--- config.mk ---
export PLATFORM = sky130hd
export DESIGN_NAME = masked_byte_pattern_search
export DESIGN_NICKNAME = d
export VERILOG_FILES = /design/src/design/mbps_pkg.sv /design/src/design/mbps_csr.sv /design/src/design/mbps_window.sv /design/src/design/mbps_match.sv /design/src/design/masked_byte_pattern_search.sv
export SDC_FILE = /design/constraint.sdc
export NUM_CORES = 1
export LEC_CHECK = 0
export ABC_AREA = 1
export BUFFER_PORTS_ARGS = -buffer_cell sky130_fd_sc_hd__buf_2
export CORE_ASPECT_RATIO = 0.6
export CORE_MARGIN = 3
export CORE_UTILIZATION = 25
export DETAILED_ROUTE_END_ITERATION = 10
export MAX_ROUTING_LAYER = met4
export PLACE_DENSITY = 0.44
export SYNTH_ARGS = -nofsm -noshare
export SYNTH_HDL_FRONTEND = slang
export SYNTH_SLANG_ARGS = --single-unit
--- constraint.sdc ---
create_clock -name clock -period 15.95 [get_ports clock]
set_input_delay 0.7975 -clock clock [delete_from_list [all_inputs] [get_ports clock]]
set_output_delay 0.7975 -clock clock [all_outputs]
set_load 0.03 [all_outputs]
--- src/design/mbps_pkg.sv ---
package mbps_pkg;

   localparam int MAX_PATTERN_BYTES = 16;
   localparam int REGION_BYTES      = 262144;

   localparam int LANE_IDX_WIDTH = $clog2(MAX_PATTERN_BYTES);
   localparam int LEN_WIDTH      = 5;
   localparam int POS_WIDTH      = $clog2(REGION_BYTES) + 1;
   localparam int OFFSET_WIDTH   = 18;
   localparam int ADDR_WIDTH     = 16;
   localparam int CSR_DATA_WIDTH = 64;
   localparam int CSR_IDX_WIDTH  = 3;
   localparam int PATTERN_BITS   = 8 * MAX_PATTERN_BYTES;

   // configuration register indexes
   typedef enum logic [CSR_IDX_WIDTH-1:0] {
      CSR_PATTERN_LOW  = 3'd0,
      CSR_PATTERN_HIGH = 3'd1,
      CSR_IGNORE_LOW   = 3'd2,
      CSR_IGNORE_HIGH  = 3'd3,
      CSR_PATTERN_LEN  = 3'd4,
      CSR_ALIGN_MASK   = 3'd5,
      CSR_BASE_LOW     = 3'd6
   } csr_index_type;

   typedef logic [MAX_PATTERN_BYTES-1:0][7:0] window_type;

   // settings seen by the datapath, length already clamped to 1..max
   typedef struct packed {
      logic [PATTERN_BITS-1:0] pattern;
      logic [PATTERN_BITS-1:0] ignore;
      logic [LEN_WIDTH-1:0]    length;
      logic [ADDR_WIDTH-1:0]   align_mask;
      logic [ADDR_WIDTH-1:0]   base_low;
   } cfg_type;

   // request held between the window stage and the compare stage
   typedef struct packed {
      logic                    valid;
      logic                    last;
      logic                    eligible;
      logic [OFFSET_WIDTH-1:0] start;
   } stage_type;

   // masked compare of the newest length bytes of the window against the pattern
   function automatic logic pattern_hit(window_type win, cfg_type cfg);
      logic                      hit;
      logic [LEN_WIDTH:0]        idx_wide;
      logic [LANE_IDX_WIDTH-1:0] idx;
      logic [7:0]                care;
      hit = 1'b1;
      for (int j = 0; j < MAX_PATTERN_BYTES; j++) begin
         idx_wide = (LEN_WIDTH+1)'(MAX_PATTERN_BYTES) - {1'b0, cfg.length}
                    + (LEN_WIDTH+1)'(j);
         idx      = idx_wide[LANE_IDX_WIDTH-1:0];
         care     = ~cfg.ignore[8*j +: 8];
         if ((LEN_WIDTH)'(j) < cfg.length) begin
            if ((win[idx] & care) != (cfg.pattern[8*j +: 8] & care)) begin
               hit = 1'b0;
            end
         end
      end
      return hit;
   endfunction

endpackage

--- src/design/mbps_csr.sv ---
module mbps_csr
   import mbps_pkg::*;
(
   input  logic                      clock,
   input  logic                      reset,
   input  logic                      csr_write_en,
   input  logic [CSR_IDX_WIDTH-1:0]  csr_index,
   input  logic [CSR_DATA_WIDTH-1:0] csr_write_data,
   output cfg_type                   cfg
);

   logic [63:0]           pat_low_ff, pat_high_ff, ign_low_ff, ign_high_ff;
   logic [LEN_WIDTH-1:0]  len_ff;
   logic [ADDR_WIDTH-1:0] align_ff, base_ff;

   // register writes
   always_ff @(posedge clock) begin
      if (reset) begin
         pat_low_ff  <= '0;
         pat_high_ff <= '0;
         ign_low_ff  <= '0;
         ign_high_ff <= '0;
         len_ff      <= LEN_WIDTH'(MAX_PATTERN_BYTES);
         align_ff    <= ADDR_WIDTH'(1);
         base_ff     <= '0;
      end else if (csr_write_en) begin
         unique case (csr_index_type'(csr_index))
            CSR_PATTERN_LOW:  pat_low_ff  <= csr_write_data;
            CSR_PATTERN_HIGH: pat_high_ff <= csr_write_data;
            CSR_IGNORE_LOW:   ign_low_ff  <= csr_write_data;
            CSR_IGNORE_HIGH:  ign_high_ff <= csr_write_data;
            CSR_PATTERN_LEN:  len_ff      <= csr_write_data[LEN_WIDTH-1:0];
            CSR_ALIGN_MASK:   align_ff    <= csr_write_data[ADDR_WIDTH-1:0];
            CSR_BASE_LOW:     base_ff     <= csr_write_data[ADDR_WIDTH-1:0];
            default: ;
         endcase
      end
   end

   // clamp length into 1..max and pack the view
   always_comb begin
      cfg.pattern    = {pat_high_ff, pat_low_ff};
      cfg.ignore     = {ign_high_ff, ign_low_ff};
      cfg.align_mask = align_ff;
      cfg.base_low   = base_ff;
      if (len_ff == '0) begin
         cfg.length = LEN_WIDTH'(1);
      end else if (len_ff > LEN_WIDTH'(MAX_PATTERN_BYTES)) begin
         cfg.length = LEN_WIDTH'(MAX_PATTERN_BYTES);
      end else begin
         cfg.length = len_ff;
      end
   end

endmodule

--- src/design/mbps_window.sv ---
module mbps_window
   import mbps_pkg::*;
(
   input  logic                 clock,
   input  logic                 reset,
   input  logic                 req_valid,
   output logic                 req_ready,
   input  logic [7:0]           req_data_byte,
   input  logic                 req_last_byte,
   input  logic [LEN_WIDTH-1:0] length,
   input  logic                 advance,
   output stage_type            stage,
   output window_type           window
);

   window_type           window_ff, window_in;
   logic [POS_WIDTH-1:0] pos_ff, pos_in, pos_next;
   stage_type            stage_ff, stage_in;
   logic                 accept, in_region;
   logic [POS_WIDTH-1:0] start_wide;

   assign req_ready = !stage_ff.valid || advance;
   assign accept    = req_valid && req_ready;
   assign in_region = pos_ff < POS_WIDTH'(REGION_BYTES);
   assign pos_next  = pos_ff + POS_WIDTH'(1);
   assign start_wide = pos_next - POS_WIDTH'(length);

   // shift window, advance position, load stage register
   always_comb begin
      window_in = window_ff;
      pos_in    = pos_ff;
      stage_in  = stage_ff;
      if (advance) begin
         stage_in.valid = 1'b0;
      end
      if (accept) begin
         if (in_region) begin
            for (int i = 0; i < MAX_PATTERN_BYTES - 1; i++) begin
               window_in[i] = window_ff[i+1];
            end
            window_in[MAX_PATTERN_BYTES-1] = req_data_byte;
            pos_in = pos_next;
         end
         if (req_last_byte) begin
            pos_in = '0;
         end
         stage_in.valid    = 1'b1;
         stage_in.last     = req_last_byte;
         stage_in.eligible = in_region && (pos_next >= POS_WIDTH'(length));
         stage_in.start    = start_wide[OFFSET_WIDTH-1:0];
      end
   end

   // position and stage register, payload fields without reset
   always_ff @(posedge clock) begin
      if (reset) begin
         pos_ff         <= '0;
         stage_ff.valid <= 1'b0;
      end else begin
         pos_ff         <= pos_in;
         stage_ff.valid <= stage_in.valid;
      end
      stage_ff.last     <= stage_in.last;
      stage_ff.eligible <= stage_in.eligible;
      stage_ff.start    <= stage_in.start;
   end

   // window register
   always_ff @(posedge clock) begin
      window_ff <= window_in;
   end

   assign stage  = stage_ff;
   assign window = window_ff;

   // position saturates at the region size
   assert property (@(posedge clock) disable iff (reset)
      pos_ff <= POS_WIDTH'(REGION_BYTES))
      else $error("byte position beyond region size");

   // a request past the region end never takes part in a compare
   assert property (@(posedge clock) disable iff (reset)
      accept && !in_region |=> !stage_ff.eligible)
      else $error("out-of-region byte marked eligible");

endmodule

--- src/design/mbps_match.sv ---
module mbps_match
   import mbps_pkg::*;
(
   input  logic                    clock,
   input  logic                    reset,
   input  stage_type               stage,
   input  window_type              window,
   input  cfg_type                 cfg,
   output logic                    advance,
   output logic                    rsp_valid,
   input  logic                    rsp_ready,
   output logic                    rsp_found,
   output logic [OFFSET_WIDTH-1:0] rsp_match_offset
);

   logic                    reported_ff, reported_in;
   logic                    rsp_valid_ff, rsp_valid_in;
   logic                    found_ff, found_in;
   logic [OFFSET_WIDTH-1:0] offset_ff, offset_in;
   logic [ADDR_WIDTH-1:0]   match_addr;
   logic                    align_ok, hit, produce, out_free;

   // masked compare and alignment of the match address
   assign match_addr = cfg.base_low + stage.start[ADDR_WIDTH-1:0];
   assign align_ok   = (match_addr & cfg.align_mask) == '0;
   assign hit        = stage.valid && stage.eligible && !reported_ff && align_ok
                       && pattern_hit(window, cfg);
   assign produce    = hit || (stage.valid && stage.last && !reported_ff);
   assign out_free   = !rsp_valid_ff || rsp_ready;
   assign advance    = stage.valid && (!produce || out_free);

   // result register and per-stream report flag
   always_comb begin
      rsp_valid_in = rsp_valid_ff && !rsp_ready;
      found_in     = found_ff;
      offset_in    = offset_ff;
      reported_in  = reported_ff;
      if (advance) begin
         if (produce) begin
            rsp_valid_in = 1'b1;
            found_in     = hit;
            offset_in    = hit ? stage.start : '0;
         end
         reported_in = stage.last ? 1'b0 : (reported_ff || hit);
      end
   end

   always_ff @(posedge clock) begin
      if (reset) begin
         rsp_valid_ff <= 1'b0;
         reported_ff  <= 1'b0;
      end else begin
         rsp_valid_ff <= rsp_valid_in;
         reported_ff  <= reported_in;
      end
   end

   always_ff @(posedge clock) begin
      found_ff  <= found_in;
      offset_ff <= offset_in;
   end

   assign rsp_valid        = rsp_valid_ff;
   assign rsp_found        = found_ff;
   assign rsp_match_offset = offset_ff;

   // a not-found result carries offset zero
   assert property (@(posedge clock) disable iff (reset)
      rsp_valid_ff && !found_ff |-> offset_ff == '0)
      else $error("not-found result with nonzero offset");

   // a result never overwrites one still waiting
   assert property (@(posedge clock) disable iff (reset)
      advance && produce |-> out_free)
      else $error("result register overrun");

   // end of stream clears the report flag
   assert property (@(posedge clock) disable iff (reset)
      advance && stage.last |=> !reported_ff)
      else $error("report flag survived end of stream");

endmodule

--- src/design/masked_byte_pattern_search.sv ---
// Masked byte pattern search: bytes of a region arrive one request per cycle while the
// block is ready, and it returns one response per region, found with the offset of the
// first aligned masked match of up to 16 pattern bytes, or not found on the request marked
// last. A request passes two registers (window shift register, then the masked compare into
// the response register), and a new request is accepted every cycle unless a response
// stalls; a stalled response holds up the input only while the request in the compare stage
// would itself produce a response. Configuration must be written through the csr port only
// while no stream is in flight; the block itself does not enforce this.
module masked_byte_pattern_search
   import mbps_pkg::*;
(
   input  logic                      clock,
   input  logic                      reset,
   input  logic                      req_valid,
   output logic                      req_ready,
   input  logic [7:0]                req_data_byte,
   input  logic                      req_last_byte,
   output logic                      rsp_valid,
   input  logic                      rsp_ready,
   output logic                      rsp_found,
   output logic [OFFSET_WIDTH-1:0]   rsp_match_offset,
   input  logic                      csr_write_en,
   input  logic [CSR_IDX_WIDTH-1:0]  csr_index,
   input  logic [CSR_DATA_WIDTH-1:0] csr_write_data
);

   cfg_type    cfg;
   stage_type  stage;
   window_type window;
   logic       advance;

   // configuration registers
   mbps_csr u_csr (
      .clock          (clock),
      .reset          (reset),
      .csr_write_en   (csr_write_en),
      .csr_index      (csr_index),
      .csr_write_data (csr_write_data),
      .cfg            (cfg)
   );

   // byte window and stream position
   mbps_window u_window (
      .clock         (clock),
      .reset         (reset),
      .req_valid     (req_valid),
      .req_ready     (req_ready),
      .req_data_byte (req_data_byte),
      .req_last_byte (req_last_byte),
      .length        (cfg.length),
      .advance       (advance),
      .stage         (stage),
      .window        (window)
   );

   // compare and response register
   mbps_match u_match (
      .clock            (clock),
      .reset            (reset),
      .stage            (stage),
      .window           (window),
      .cfg              (cfg),
      .advance          (advance),
      .rsp_valid        (rsp_valid),
      .rsp_ready        (rsp_ready),
      .rsp_found        (rsp_found),
      .rsp_match_offset (rsp_match_offset)
   );

endmodule

==> impl_metrics.env <==
export IMPL_worst_path_buf_inv=6
export IMPL_syn_num_nets=4254
export IMPL_hold_buffers=0
export IMPL_num_vias=27700
export IMPL_ir_drop_v=0.0000730
export IMPL_slew_violations=0
export IMPL_setup_viol=0
export IMPL_worstPathRequired_ps=16210
export IMPL_p_leak_uw=0.0138
export IMPL_via_per_inst=4.92
export IMPL_period_share_pct=50.1
export IMPL_wl_per_cell_um=21.3
export IMPL_async_reset_ff_share_pct=0
export IMPL_post_cts_buffers=0
export IMPL_min_period_ps=7990
export IMPL_final_layout_size_suffix_gt1_share_pct=6.24
export IMPL_pwr_density_cell_mw_per_mm2=101
export IMPL_critPathArrivalTime_ps=8250
export IMPL_final_cells=5638
export IMPL_track_usage_pct=20.8
export IMPL_critPathMostFrequentCell="nand2_1"
export IMPL_n_fill_cell=12100
export IMPL_io_pins=102
export IMPL_insertion_delay_ps=650
export IMPL_dp_cells=5543
export IMPL_die_x_um=436
export IMPL_synth_edf_count=167
export IMPL_syn_avg_cell_area_um2=6.70
export IMPL_utilization_pct=28.7
export IMPL_cts_buffers=51
export IMPL_hpwl_mm=90.1
export IMPL_h_tree_depth=2
export IMPL_critical_path_top_delay_family="simple AND/OR/NAND/NOR gates"
export IMPL_max_freq_mhz=125
export IMPL_drtIter0Drc=3428
export IMPL_nNetsFinal=4237
export IMPL_ys_types=47
export IMPL_cap_violations=0
export IMPL_hold_viol=0
export IMPL_start_kind="register"
export IMPL_synth_area_mm2=0.0277
export IMPL_slowest_delay_ps=820
export IMPL_rsz0062_at_grt="false"
export IMPL_drtPass1Iterations=6
export IMPL_path_depth=31
export IMPL_worstSetupEndpointType="register"
export IMPL_hold_class="in2reg"
export IMPL_area_growth_pct=12.4
export IMPL_clkSinkCount=482
export IMPL_critPathMaxFanout=70
export IMPL_ys_seq_elements=482
export IMPL_drt_antenna_violating_nets=0
export IMPL_initial_utilization_pct=25.5
export IMPL_register_area_mm2=0.0113
export IMPL_fp_dieH_um=264
export IMPL_worstMarginPinSlew_ps=1020
export IMPL_crit_type="reg2reg"
export IMPL_portBuffers=101
export IMPL_grt_overflow=0
export IMPL_drt_wl_total_mm=120
export IMPL_rrSetupSlack_ps=7960
export IMPL_grt_start_max_net_pins=139
export IMPL_core_area_mm2=0.109
export IMPL_maxSlewHeadroom_pct=31.1
export IMPL_startpoint="u_csr.len_ff[1]$_SDFFE_PP0P_"
export IMPL_setup_tns_ps=0
export IMPL_worstSetupEndpoint="u_window.window[112]$_DFFE_PP_"
export IMPL_reg2reg_depth=31
export IMPL_r2r_start="u_csr.len_ff[1]$_SDFFE_PP0P_"
export IMPL_critPathSlowestCell="ha_1"
export IMPL_synth_cells=4141
export IMPL_status="completed"
export IMPL_ys_flop_type="dfxtp_1"
export IMPL_drc=0
export IMPL_cts_resized=0
export IMPL_root_buffer="clkbuf_16"
export IMPL_grt_pass1_wl_mm=174
export IMPL_num_rows=93
export IMPL_clkTransAtPathRegs_ps=60
export IMPL_yosysSeqAreaShare_pct=40.8
export IMPL_ys_warn_count=0
export IMPL_r2r_end="u_window.window[112]$_DFFE_PP_"
export IMPL_skew_ps=39.4
export IMPL_grt_pass1_vias=24200
export IMPL_multi_input_area_mm2=0.0143
export IMPL_cts_tree="done"
export IMPL_die_area_mm2=0.115
export IMPL_cts_buffer_depth=3
export IMPL_antenna_found_initial=4
export IMPL_gp_congestion=0.991
-- worst reg2reg max path: cells and delay by family, from the launching register on --
kind	cells	cell delay (ps)
AND/OR/NAND/NOR	23	3050
buffers and inverters	6	2990
adder cells (fa/ha/maj)	2	1180
flip-flops	1	360
-- placed cells by master, fill, tap and decap left out, types with 3 or more instances in the layout --
master      count
a21boi_0        3
a21o_1          4
a21oi_1       203
buf_2         101
buf_4          33
clkbuf_1        9
clkbuf_16      54
clkbuf_8        5
clkinv_1        8
clkinv_2       13
clkinv_4        3
clkinvlp_4      3
dfxtp_1       315
edfxtp_1      167
ha_1           30
inv_1         335
inv_2          12
nand2_1      1233
nand2_2         7
nand2_4         4
nand3_1       663
nand3b_1       73
nand4_1        45
nor2_1        431
nor2_2          3
nor3_1         14
o21ai_0       307
o21ai_1        13
o22ai_1         3
or2_2           4
xnor2_1        10
xor2_1         25
-- power breakdown --
group / switching [µW] / leakage (µW) / total [µW] / internal (µW)
Sequential: 35.3 / 0.00412 / 1360 / 1320
Clock: 565 / 0.000811 / 1240 / 674
Combinational: 391 / 0.00889 / 539 / 148
Total: 991 / 0.0138 / 3140 / 2140
-- through the flow --
stage               hold WS [ps]  setup WS (ps)  total power [µW]  instance area (µm²)
floorplan                    423           6190              1710                27700
global placement             432           8160              1910                29500
detailed placement           433           8120              1910                29500
CTS                          288           8090              3150                31200
global route                 306           7360              3270                31200
finish                       324           7960              3140                31200
-- cells in the mapped netlist, types with 4 or more instances --
master,count,share of area [%]
nand4_1,45,1.0
dfxtp_1,315,23
edfxtp_1,167,18
or2_2,4,0.090
nor3_1,14,0.25
xnor2_1,10,0.32
nand2_1,1235,17
ha_1,30,1.4
a21oi_1,203,3.7
inv_1,337,4.6
a21o_1,4,0.11
buf_4,7,0.19
xor2_1,25,0.79
inv_2,13,0.18
o21ai_1,13,0.23
nor2_1,435,5.9
o21ai_0,307,5.5
nand2_2,7,0.16
nand3_1,664,12
clkbuf_1,132,1.8
buf_2,42,0.76
buf_1,21,0.28
nand3b_1,73,2.0
-- final cells by class --
cell class	count	area share, %
Tap cell	1472	5.91
Inverter	353	4.28
Antenna cell	1	0.00803
Clock buffer	68	4.66
Sequential cell	482	36.3
Multi-Input combinational cell	3102	45.8
Clock inverter	26	0.630
Timing Repair Buffer	134	2.42
-- sequential cells by signal (all words and copies together), names as in the netlist --
name,count
u_window.window,128
u_csr.ign_high_ff,64
u_csr.ign_low_ff,64
u_csr.pat_high_ff,64
u_csr.pat_low_ff,64
u_window.stage,21
u_window.pos_ff,19
u_match.rsp_match_offset,18
u_csr.align_ff,16
u_csr.base_ff,16
u_csr.len_ff,5
u_match.reported_ff,1
u_match.rsp_found,1
u_match.rsp_valid,1
-- worst min-delay path by stage --
stage	from	to	slack [ps]	depth (start not counted)
2_1_floorplan	u_csr.ign_low_ff[30]$_SDFFE_PP0P_	u_csr.ign_low_ff[30]$_SDFFE_PP0P_	420	2
3_3_place_gp	u_window.window[47]$_DFFE_PP_	u_window.window[39]$_DFFE_PP_	430	0
3_5_place_dp	u_window.window[32]$_DFFE_PP_	u_window.window[24]$_DFFE_PP_	430	0
4_1_cts	req_data_byte[1]	u_window.window[121]$_DFFE_PP_	290	1
5_1_grt	req_data_byte[1]	u_window.window[121]$_DFFE_PP_	310	1
6_report	req_data_byte[1]	u_window.window[121]$_DFFE_PP_	320	1
-- logic make-up after synthesis --
group	after synthesis	synth area share [%]
AOI/OAI and AO/OA	544	10.0
xor gates and xnor gates	38	1.36
adders and majority gates	32	1.50
buffers and inverters	557	7.88
DFF	482	40.8
and+or+nand+nor	2488	38.4
-- routing by layer --
| layer | wire (µm) | share of wire [%] | vias up | GRT usage, % |
|---|---|---|---|---|
| li1 | - | - | 13500 | - |
| met1 | 65700 | 55 | 13000 | 34.8 |
| met2 | 41600 | 35 | 1062 | 24.5 |
| met3 | 10900 | 9.1 | 115 | 4.08 |
| met4 | 1960 | 1.6 | 0 | 3.30 |
| met5 | 0 | 0 | - | - |
Note: power is estimated with default switching activity, not from simulation.
